**src/rtl/parabolic_sine_cosine_defines.svh**
```systemverilog
// Assertion macros used by the parabolic sine/cosine top level.
`ifndef PARABOLIC_SINE_COSINE_DEFINES_SVH
`define PARABOLIC_SINE_COSINE_DEFINES_SVH

// Check on every clock edge outside reset.
`define PSC_ASSERT(lbl, prop, msg) \
  lbl: assert property (@(posedge clk_i) disable iff (!rst_ni) prop) else $error(msg);

// Check on every clock edge, reset included.
`define PSC_ASSERT_ALWAYS(lbl, prop, msg) \
  lbl: assert property (@(posedge clk_i) prop) else $error(msg);

`endif

```
**src/rtl/psc_pkg.sv**
```systemverilog
// Constants and types for the parabolic sine/cosine pipeline.
`timescale 1ns / 1ps

package psc_pkg;

  // Default parameter values
  localparam int AngleWidthDef = 20;
  localparam int OutFracDef    = 14;

  // Fixed field and internal formats
  localparam int ValueW  = 16;
  localparam int IntFrac = 14;

  // Angle constants, Q12 radians; 2*pi splits as 3217 * 8
  localparam int PiQ12      = 12868;
  localparam int TwoPiQ12   = 25736;
  localparam int HalfPiQ12  = 6434;
  localparam int TwoPiOdd   = 3217;
  localparam int TwoPiShift = 3;

  // Q14 coefficients: 4/pi, 4/pi^2 and the 0.225 refinement
  localparam int KLin = 20861;
  localparam int KSqr = 6640;
  localparam int KFix = 3686;

  // Internal widths of the polynomial datapath
  localparam int MagW = 14;
  localparam int XW   = 17;
  localparam int T1W  = 18;
  localparam int SW   = 19;
  localparam int YW   = 19;
  localparam int DW   = 19;
  localparam int RW   = 20;

  // Pipeline depth of each section
  localparam int RedStages = 4;
  localparam int ParStages = 4;
  localparam int NumStages = RedStages + ParStages;

  // Per-stage load enables handed to each section
  typedef logic [RedStages-1:0] red_en_t;
  typedef logic [ParStages-1:0] par_en_t;

  typedef struct packed {
    red_en_t red;
    par_en_t par;
  } stage_en_t;

endpackage

```
**src/rtl/psc_reduce.sv**
```systemverilog
// Angle offset and range reduction into [-pi, pi], four register stages.
`timescale 1ns / 1ps

module psc_reduce #(
  parameter int ANGLE_WIDTH = psc_pkg::AngleWidthDef
) (
  input  logic                              clk_i,
  input  psc_pkg::red_en_t                  en_i,
  input  logic                              req_type_i,
  input  logic signed [ANGLE_WIDTH-1:0]     angle_i,
  output logic signed [psc_pkg::XW-1:0]     x_o
);

  localparam int SumW = ANGLE_WIDTH + 1;
  localparam int MW   = ANGLE_WIDTH;
  localparam int NW   = ANGLE_WIDTH - psc_pkg::TwoPiShift;
  localparam int KW   = NW - 11;
  // Reciprocal of 3217 scaled by 2^NW; the estimate is low by at most one
  localparam logic [KW-1:0] Recip = KW'((longint'(1) << NW) / psc_pkg::TwoPiOdd);

  // Stage 1: add the cosine offset, split sign and magnitude
  logic signed [SumW-1:0] sum;
  logic [SumW-1:0]        sum_abs;
  logic [MW-1:0]          mag1;
  logic [MW-1:0]          n1;
  logic                   sign_q1;
  logic [MW-1:0]          m_q1;
  logic [NW-1:0]          n3_q1;

  assign sum     = $signed({angle_i[ANGLE_WIDTH-1], angle_i})
                 + (req_type_i ? SumW'(psc_pkg::HalfPiQ12) : SumW'(0));
  assign sum_abs = sum[SumW-1] ? SumW'(-sum) : SumW'(sum);
  assign mag1    = sum_abs[MW-1:0];
  assign n1      = mag1 + MW'(psc_pkg::PiQ12 - 1);

  always_ff @(posedge clk_i) begin
    if (en_i[0]) begin
      sign_q1 <= sum[SumW-1];
      m_q1    <= mag1;
      n3_q1   <= n1[MW-1:psc_pkg::TwoPiShift];
    end
  end

  // Stage 2: estimate the turn count by reciprocal multiply
  logic [NW+KW-1:0] prod2;
  logic             sign_q2;
  logic [MW-1:0]    m_q2;
  logic [NW-1:0]    n3_q2;
  logic [KW-1:0]    kest_q2;

  assign prod2 = (NW+KW)'(n3_q1) * (NW+KW)'(Recip);

  always_ff @(posedge clk_i) begin
    if (en_i[1]) begin
      sign_q2 <= sign_q1;
      m_q2    <= m_q1;
      n3_q2   <= n3_q1;
      kest_q2 <= prod2[NW+KW-1:NW];
    end
  end

  // Stage 3: correct the estimate with one compare
  logic [NW-1:0] kmul3;
  logic [NW-1:0] rem3;
  logic [KW-1:0] k3;
  logic          sign_q3;
  logic [MW-1:0] m_q3;
  logic [KW-1:0] k_q3;

  assign kmul3 = NW'(kest_q2) * NW'(psc_pkg::TwoPiOdd);
  assign rem3  = n3_q2 - kmul3;
  assign k3    = (rem3 >= NW'(psc_pkg::TwoPiOdd)) ? kest_q2 + KW'(1) : kest_q2;

  always_ff @(posedge clk_i) begin
    if (en_i[2]) begin
      sign_q3 <= sign_q2;
      m_q3    <= m_q2;
      k_q3    <= k3;
    end
  end

  // Stage 4: remove whole turns, restore sign, move to Q14
  logic [MW-1:0]                  red4;
  logic signed [psc_pkg::MagW:0]  mag4;
  logic signed [psc_pkg::MagW:0]  xv4;
  logic signed [psc_pkg::XW-1:0]  x_q;

  assign red4 = m_q3 - MW'(k_q3) * MW'(psc_pkg::TwoPiQ12);
  // The remainder lies in (-pi, pi], so its low bits hold it in two's complement
  assign mag4 = $signed(red4[psc_pkg::MagW:0]);
  assign xv4  = sign_q3 ? -mag4 : mag4;

  always_ff @(posedge clk_i) begin
    if (en_i[3]) begin
      x_q <= {xv4, 2'b00};
    end
  end

  assign x_o = x_q;

endmodule

```
**src/rtl/psc_parabola.sv**
```systemverilog
// Parabolic approximation, refinement and output saturation, four stages.
`timescale 1ns / 1ps

module psc_parabola #(
  parameter int OUT_FRAC = psc_pkg::OutFracDef
) (
  input  logic                              clk_i,
  input  psc_pkg::par_en_t                  en_i,
  input  logic signed [psc_pkg::XW-1:0]     x_i,
  output logic [psc_pkg::ValueW-1:0]        value_o
);

  localparam int XW  = psc_pkg::XW;
  localparam int T1W = psc_pkg::T1W;
  localparam int SW  = psc_pkg::SW;
  localparam int YW  = psc_pkg::YW;
  localparam int DW  = psc_pkg::DW;
  localparam int RW  = psc_pkg::RW;
  localparam int IF  = psc_pkg::IntFrac;

  localparam logic signed [15:0] CLin = 16'(psc_pkg::KLin);
  localparam logic signed [14:0] CSqr = 15'(psc_pkg::KSqr);
  localparam logic signed [12:0] CFix = 13'(psc_pkg::KFix);

  localparam int Up   = (OUT_FRAC > IF) ? OUT_FRAC - IF : 0;
  localparam int Dn   = (IF > OUT_FRAC) ? IF - OUT_FRAC : 0;
  localparam int SclW = RW + Up + 2;
  localparam logic signed [SclW-1:0] Lim = SclW'(longint'(1) << OUT_FRAC);

  // Stage 5: linear term and x*|x|
  logic signed [XW-1:0]    absx;
  logic signed [XW+15:0]   p_lin;
  logic signed [2*XW-1:0]  p_sq;
  logic signed [T1W-1:0]   t1_q;
  logic signed [SW-1:0]    s_q;

  assign absx  = x_i[XW-1] ? -x_i : x_i;
  assign p_lin = (XW+16)'(x_i) * (XW+16)'(CLin);
  assign p_sq  = (2*XW)'(x_i) * (2*XW)'(absx);

  always_ff @(posedge clk_i) begin
    if (en_i[0]) begin
      t1_q <= T1W'(p_lin >>> IF);
      s_q  <= SW'(p_sq >>> IF);
    end
  end

  // Stage 6: square term and the parabola y
  logic signed [SW+14:0]  p_t2;
  logic signed [T1W-1:0]  t2;
  logic signed [YW-1:0]   y_q;

  assign p_t2 = (SW+15)'(s_q) * (SW+15)'(CSqr);
  assign t2   = T1W'(p_t2 >>> IF);

  always_ff @(posedge clk_i) begin
    if (en_i[1]) begin
      y_q <= YW'(t1_q) - YW'(t2);
    end
  end

  // Stage 7: y*|y| and the refinement difference
  logic signed [YW-1:0]   absy;
  logic signed [2*YW-1:0] p_q;
  logic signed [DW-1:0]   q7;
  logic signed [YW-1:0]   y7_q;
  logic signed [DW-1:0]   d_q;

  assign absy = y_q[YW-1] ? -y_q : y_q;
  assign p_q  = (2*YW)'(y_q) * (2*YW)'(absy);
  assign q7   = DW'(p_q >>> IF);

  always_ff @(posedge clk_i) begin
    if (en_i[2]) begin
      y7_q <= y_q;
      d_q  <= q7 - DW'(y_q);
    end
  end

  // Stage 8: apply the correction, rescale and saturate
  logic signed [DW+12:0]  p_fix;
  logic signed [RW-1:0]   r8;
  logic signed [SclW-1:0] scaled;
  logic signed [SclW-1:0] sat;
  logic [psc_pkg::ValueW-1:0] value_q;

  assign p_fix  = (DW+13)'(d_q) * (DW+13)'(CFix);
  assign r8     = RW'(y7_q) + RW'(p_fix >>> IF);
  assign scaled = (SclW'(r8) <<< Up) >>> Dn;

  always_comb begin
    priority if (scaled > Lim) begin
      sat = Lim;
    end else if (scaled < -Lim) begin
      sat = -Lim;
    end else begin
      sat = scaled;
    end
  end

  always_ff @(posedge clk_i) begin
    if (en_i[3]) begin
      value_q <= sat[psc_pkg::ValueW-1:0];
    end
  end

  assign value_o = value_q;

endmodule

```
**src/rtl/parabolic_sine_cosine.sv**
```systemverilog
// Parabolic sine/cosine top level: handshake control and the two datapath sections.
`timescale 1ns / 1ps
// Approximate sine or cosine of a Q7.12 angle as a Q1.14 value saturated to
// plus or minus one. The block takes one transaction per clock while the
// output is not stalled and returns results in order: four stages reduce the
// angle (offset, reciprocal-multiply turn estimate, one-compare correction,
// turn removal) and four evaluate the parabola and its refinement, one
// multiplier level per stage. Each stage holds a valid bit; a stage loads when
// it is empty or the stage after it moves, so bubbles close up and a stalled
// output holds back only the stages that are full. in_stall_o follows
// out_stall_i combinationally through that chain.

`include "parabolic_sine_cosine_defines.svh"

module parabolic_sine_cosine #(
  parameter int ANGLE_WIDTH = psc_pkg::AngleWidthDef,
  parameter int OUT_FRAC    = psc_pkg::OutFracDef
) (
  input  logic                          clk_i,
  input  logic                          rst_ni,
  input  logic                          in_valid_i,
  output logic                          in_stall_o,
  input  logic                          req_type_i,
  input  logic signed [ANGLE_WIDTH-1:0] angle_i,
  output logic                          out_valid_o,
  input  logic                          out_stall_i,
  output logic signed [psc_pkg::ValueW-1:0] value_o
);

  localparam int NS = psc_pkg::NumStages;
  localparam int VW = psc_pkg::ValueW;
  localparam bit OutFracFits = (OUT_FRAC < VW - 1);
  localparam logic signed [VW-1:0] ValueLim = VW'(longint'(1) << OUT_FRAC);

  logic [NS-1:0]      valid_q;
  logic [NS-1:0]      valid_d;
  logic [NS-1:0]      en;
  psc_pkg::stage_en_t stage_en;
  logic signed [psc_pkg::XW-1:0] x;
  logic [VW-1:0]      value;

  // Load a stage when it is empty or its successor moves
  always_comb begin
    en[NS-1] = !valid_q[NS-1] || !out_stall_i;
    for (int i = NS - 2; i >= 0; i--) begin
      en[i] = !valid_q[i] || en[i+1];
    end
  end

  assign valid_d = {valid_q[NS-2:0], in_valid_i};

  // Advance valid bits with their data
  always_ff @(posedge clk_i or negedge rst_ni) begin
    if (!rst_ni) begin
      valid_q <= '0;
    end else begin
      valid_q <= (valid_q & ~en) | (valid_d & en);
    end
  end

  assign stage_en.red = en[psc_pkg::RedStages-1:0];
  assign stage_en.par = en[NS-1:psc_pkg::RedStages];

  psc_reduce #(
    .ANGLE_WIDTH(ANGLE_WIDTH)
  ) u_reduce (
    .clk_i      (clk_i),
    .en_i       (stage_en.red),
    .req_type_i (req_type_i),
    .angle_i    (angle_i),
    .x_o        (x)
  );

  psc_parabola #(
    .OUT_FRAC(OUT_FRAC)
  ) u_parabola (
    .clk_i   (clk_i),
    .en_i    (stage_en.par),
    .x_i     (x),
    .value_o (value)
  );

  assign in_stall_o  = !en[0];
  assign out_valid_o = valid_q[NS-1];
  assign value_o     = $signed(value);

  // Input backpressure only ever comes from the output side
  `PSC_ASSERT_ALWAYS(a_stall_from_output, in_stall_o |-> out_stall_i, "input stalled while output free")
  // An empty output stage leaves room for a new transaction
  `PSC_ASSERT_ALWAYS(a_empty_never_stalls, !out_valid_o |-> !in_stall_o, "input stalled with empty output")
  // Delivered values stay within plus or minus one
  `PSC_ASSERT(a_value_range, (out_valid_o && OutFracFits) |-> ($signed(value_o) <= ValueLim && $signed(value_o) >= -ValueLim), "value beyond saturation limit")

endmodule
```
**config.mk**
```make
export PLATFORM = sky130hd
export DESIGN_NAME = parabolic_sine_cosine
export DESIGN_NICKNAME = d
export VERILOG_FILES = /design/src/rtl/psc_pkg.sv /design/src/rtl/psc_reduce.sv /design/src/rtl/psc_parabola.sv /design/src/rtl/parabolic_sine_cosine.sv
export VERILOG_INCLUDE_DIRS = /design/src /design/src/rtl
export SDC_FILE = /design/constraint.sdc
export NUM_CORES = 2
export LEC_CHECK = 0
export BUFFER_PORTS_ARGS = -buffer_cell sky130_fd_sc_hd__buf_2
export CAP_MARGIN = 30
export CORE_ASPECT_RATIO = 1.1
export CORE_MARGIN = 2
export CORE_UTILIZATION = 61
export CTS_CLUSTER_DIAMETER = 30
export DETAILED_ROUTE_END_ITERATION = 8
export PLACE_DENSITY = 0.73
export REMOVE_ABC_BUFFERS = 1
export SETUP_SLACK_MARGIN = 0.4
export SYNTH_ARGS = -nofsm -noshare
export SYNTH_HDL_FRONTEND = slang
export SYNTH_SLANG_ARGS = --single-unit
```
**constraint.sdc**
```tcl
create_clock -name clk_i -period 10.73 [get_ports clk_i]
set_input_delay 2.146 -clock clk_i [delete_from_list [all_inputs] [get_ports clk_i]]
set_output_delay 2.146 -clock clk_i [all_outputs]
set_load 0.02 [all_outputs]
```
---- Yosys cells after proc, flatten, opt, wreduce, memory -nomap -nowiden ----
Cells that the tools add are included.
Widths: inputs -> output; s select.
word-level totals
  register bits after elaboration ......... 227
  latch bits .............................. 0
  bits in writable memories ............... 0
  ROM bits ................................ 0
  bits of input ports ..................... 25
  output and inout bits ................... 18
  logic and storage cells ................. 72
  memories kept ........................... 0
operators by class
  $add $sub $neg .......................... 12
  multiply operators ...................... 8
  div/mod/pow operators ................... 0
  order comparisons ....................... 3
  eq/ne operators ......................... 0
  shifts and indexed selects .............. 0
  muxes and demuxes ....................... 7
  bitwise gates (word level) .............. 4
  reduce and logical (&&, ||, !) cells .... 19
operators with widths
  kind                    count
  $mul 19x19->33          1
  $mul 15x17->31          1
  $mul 19x12->31 const B  1
  $mul 15x16->30 const B  1
  $mul 19x10->28 const B  1
  $add 20x14->21          1
  $add 19x18->20          1
  $add 20x14->20 const B  1
  $gt 20x16->1 const B    1
  $lt 20x15->1 const B    1
  $mul 17x3->20 const B   1
  $mux 20                 1
  $neg 20->20             1
  $mux 19                 1
  $neg 19->19             1
  $sub 18x18->19          1
  $sub 19x19->19          1
  $ge 17x12->1 const B    1
  $mul 6x12->17 const B   1
  $mux 17                 1
  $neg 17->17             1
  $sub 17x17->17          1
  $and 8x8->8             2
  $mux 16                 1
  other kinds (12)        28

---- Longest topological paths before layout ----
  depth in word-level cells ............... 12
  gate-level depth with buffers ........... 41

---- Hierarchy ----
From an unflattened synthesis, not the netlist that was laid out.
second synthesis, totals
  cell total of the unflattened synthesis .. 5180
  area, all modules ....................... 50085.5 um2
by module, submodules not included
  module                 times used  cells each  area each (um2)  sequential area each (um2)
  psc_parabola           1           4334        41154.5          3303.2
  psc_reduce             1           814         8577.0           3273.1
  parabolic_sine_cosine  1           32          354.1            200.2

---- Least setup slack after synthesis ----
Ideal clock, no wire load.
  path type ............................... flip-flop to flip-flop
  from .................................... register u_parabola.y_q[4]
  to ...................................... register u_parabola.d_q[17] (data pin)
  library setup time ...................... 0.266 ns
  arrival time ............................ 9.297 ns
  setup slack ............................. 1.168 ns
  cell stages (with the launch flop) ...... 37
  path buffers ............................ 2
  clock period less this slack ............ 9.562 ns
  cell sequence ........................... edfxtp_1 buf_6 or4_4 or4_4 and3_1 nor2_1 clkbuf_1 nor2_1 fa_1 inv_1 fa_1 fa_1 fa_1 inv_1 fa_1 inv_1 fa_1 inv_1 ha_1 ha_1 nand2_1 a2bb2oi_1 nand3b_1 or3_1 and2_1 a21o_1 a21oi_1 xnor2_1 ha_1 or3_1 o21ai_0 a21oi_1 a41o_1 o41a_1 a41o_1 o41ai_1 xnor2_1
between the ends
  cells in the longest elaborated chain, start to end .. 4
ends and longest elaborated chain
  element                 RTL line            text
  start, declared         psc_parabola.sv:51  logic signed [YW-1:0] y_q;
  start signal, assigned  psc_parabola.sv:58  y_q <= YW'(t1_q) - YW'(t2);
  $neg 19->19             psc_parabola.sv:69  assign absy = y_q[YW-1] ? -y_q : y_q;
  $mux 19                 psc_parabola.sv:69
  $mul 19x19->33          psc_parabola.sv:70  assign p_q = (2*YW)'(y_q) * (2*YW)'(absy);
  $sub 19x19->19 *        psc_parabola.sv:76  d_q <= q7 - DW'(y_q);
  end signal, assigned    psc_parabola.sv:76
  end, declared           psc_parabola.sv:67  logic signed [DW-1:0] d_q;
Mark *: on every way between the ends. The rest lies on a longest branch, timed or not.
A chain may end at the register's enable or synchronous reset.

---- Worst setup path after layout ----
  from .................................... register u_parabola.y_q[6]
  to ...................................... register u_parabola.d_q[17] (data pin)
The elaborated chain is that of the path after synthesis.

==> reports/metrics.cfg <==
[logic_synthesis]
syn_inst = 4742
synthArstFlopShare_pct = 3.52
synth-edff-count = 219
synth_top_area_share_pct = 34.2
ys_top_cells_by_area = fa_1, ha_1, edfxtp_1
postSynthAreaPerCell_um2 = 9.76
yosysWarnings = 0
synth_area_um2 = 46300
yosys-top-cells-count = inv_1, fa_1, ha_1, nand2_1, nor2_1
ys_seq_area_share_pct = 14.6
yosysTopAreaCell = fa_1
ys.flop_type = edfxtp_1
yosysMostFrequentCell = inv_1
synth-seq-cells = 227
synth.distinct_cells = 93

[layout]
finalNetCount = 6272
drive_gt1_share_pct = 5.75
nFillCells = 5941
syn_to_final_growth_pct = 7.56
antennaDiodeCount = 0

[clock_network]
htree_num_levels = 2
cts_tree = yes
hold_buffers = 0
cts-buffers-inserted = 47
clockBufferDepth = 3
clock_latency_ns = 0.58
cts_root_buf = clkbuf_16
cts_sinks = 227
clk_pin_slew_ns = 0.06

[timing]
fmax_ghz = 0.100
maxSlewHeadroom_pct = 29.6
final.setup.tns_ns = 0
tightestPinTransition_ns = 1.06
fin_crit_ns = 9.97
hold_viol = 0
fin_worst_skew_ns = 0.0159
finalSetupViolations = 0
rsz0062_at_grt = true
finalMaxSlewViolations = 0
period_share_pct = 92.9

[critical_path]
reg2reg_depth = 34
cp.arrival_ns = 10.28
path_class = reg2reg
cp_slowest_cell = or4_4
worstPathMaxFanout = 13
crit_path_frequent_cell = fa_1
end_kind = flip-flop
cp-start-kind = flip-flop
worstPathRequired_ns = 11.04
max_stage_delay_ns = 0.59

[global_routing]
track_usage_pct = 29.3
grt_overflow_total = 0
grt_pass1_wl_um = 180000
antenna_found_initial = 3
first_global_vias = 35311
grt_max_degree = 43

[flow_run]
maxCapViolCount = 0

[floorplanning]
die_w_um = 267
fp.coreArea_um2 = 74900
fp.dieH_um = 293
rows = 105
start_util_pct = 61.8
num_io_pins = 43
die_area_um2 = 78100

[place]
gp_congestion = 0.966
io_buffers = 42
dpl.hpwl_um = 90400

[route]
drtPass1Iterations = 5
vias = 32659
drtAntennaViolNets = 0
met3WireLength_um = 6700
top_layer_used = met4
via_per_inst = 5.61
drc = 0
met2_length_um = 52400
wire_per_inst_um = 18.6
drtIter0Drc = 1982
drt-met1-wl_um = 44600
wl_um = 108000

[status]
status = completed

[min_path]
holdPathStages = 0
holdCritPathClass = reg2reg

-- per-stage QoR --
| stage | util, % | std cells | hold WS, ns | worst slack [ns] | instance area [um^2] |
|---|---|---|---|---|---|
| global placement | 63.9 | 5727 | 0.402 | 0.648 | 47900 |
| floorplan | - | 4639 | 0.400 | 1.02 | 45800 |
| global route | 66.5 | 5819 | 0.415 | 0.389 | 49800 |
| finish | 66.5 | 5819 | 0.411 | 0.759 | 49800 |
| detailed placement | 64.0 | 5731 | 0.405 | 0.565 | 47900 |
| CTS | 66.3 | 5818 | 0.415 | 0.523 | 49700 |
-- critical path: cells and delay by family (launching register included) --
kind                       cells  cell delay [ns]
xor gates and xnor gates       3             0.48
adders and majority gates      9             4.17
AOI/OAI and AO/OA              7             2.00
buffers and inverters          7             0.72
and+or+nand+nor                8             1.91
DFF                            1             0.38
-- per-layer routing --
layer,global-route usage (%),vias to the layer above
met2,49.7,1009
met5,0,-
li1,-,15111
met3,3.45,298
met4,12.0,0
met1,38.3,16241
-- sequential cells by signal, indices dropped and copies added, names as in the netlist, named ones only --
signal,cells
u_reduce.n3_q2,17
u_reduce.n3_q1,17
u_parabola.s_q,19
u_reduce.sign_q2,1
u_parabola.t1_q,18
u_reduce.sign_q1,1
u_reduce.k_q3,6
u_reduce.m_q1,15
u_parabola.value_o,16
u_reduce.kest_q2,6
u_reduce.m_q2,15
u_parabola.d_q,19
u_parabola.y7_q,19
u_reduce.x_o,15
u_reduce.m_q3,15
u_parabola.y_q,19
u_reduce.sign_q3,1
-- layout make-up --
| cell class | instances | area, um^2 | share of cell area (%) |
|---|---|---|---|
| Inverter | 1063 | 3990 | 8.02 |
| Multi-Input combinational cell | 3349 | 35200 | 70.7 |
| Clock buffer | 49 | 1200 | 2.42 |
| Tap cell | 963 | 1200 | 2.42 |
| Timing Repair Buffer | 130 | 878 | 1.77 |
| Sequential cell | 227 | 6780 | 13.6 |
| Clock inverter | 38 | 537 | 1.08 |
-- timing repair --
item | CTS | global route
gates resized for setup | 0 | 17
setup buffers | 0 | 1
endpoints found under the setup margin | 0 | 5
-- path summary, 6_finish.rpt --
path,slack (ns),endpoint,start
setup / recovery,0.76,u_parabola.d_q[17],u_parabola.y_q[6]
hold reg to reg,0.41,u_reduce.m_q2[11],u_reduce.m_q1[11]
min in group asynchronous,1.48,async pin,rst_ni
setup reg to reg,0.76,u_parabola.d_q[17],u_parabola.y_q[6]
max in group asynchronous,8.95,async pin,rst_ni
hold / removal,0.41,u_reduce.m_q2[11],u_reduce.m_q1[11]
-- placed cells by master, fill, tap and decap left out, types with 19 or more instances in the layout --
cell type / n
a21o_1: 47
a21oi_1: 128
a31oi_1: 21
and2_1: 109
and3_1: 20
buf_2: 42
buf_4: 87
clkbuf_16: 48
edfxtp_1: 219
fa_1: 791
ha_1: 637
inv_1: 1052
nand2_1: 456
nand2b_1: 30
nand3_1: 52
nor2_1: 249
nor2b_1: 35
nor3_1: 52
o21a_1: 24
o21ai_0: 95
or2_2: 19
or3_1: 19
xnor2_1: 223
xor2_1: 86
-- kinds of logic (layout without fill, tap and decap cells) --
| group | count (synthesis) | count (layout) | share of synthesized area, % |
|---|---|---|---|
| other cells | 2 | 8 | 0.0162 |
| fa+ha+maj | 1429 | 1429 | 51.5 |
| flops | 227 | 227 | 14.6 |
| compound gates | 477 | 477 | 6.82 |
| mux | 13 | 13 | 0.295 |
| buf+inv | 1172 | 1280 | 9.60 |
| xor+xnor | 314 | 314 | 5.98 |
| simple gates | 1108 | 1108 | 11.2 |
Power is left out: the tool's default activity adds up to more than one toggle a clock period on the data nets, which glitch-free logic cannot reach.
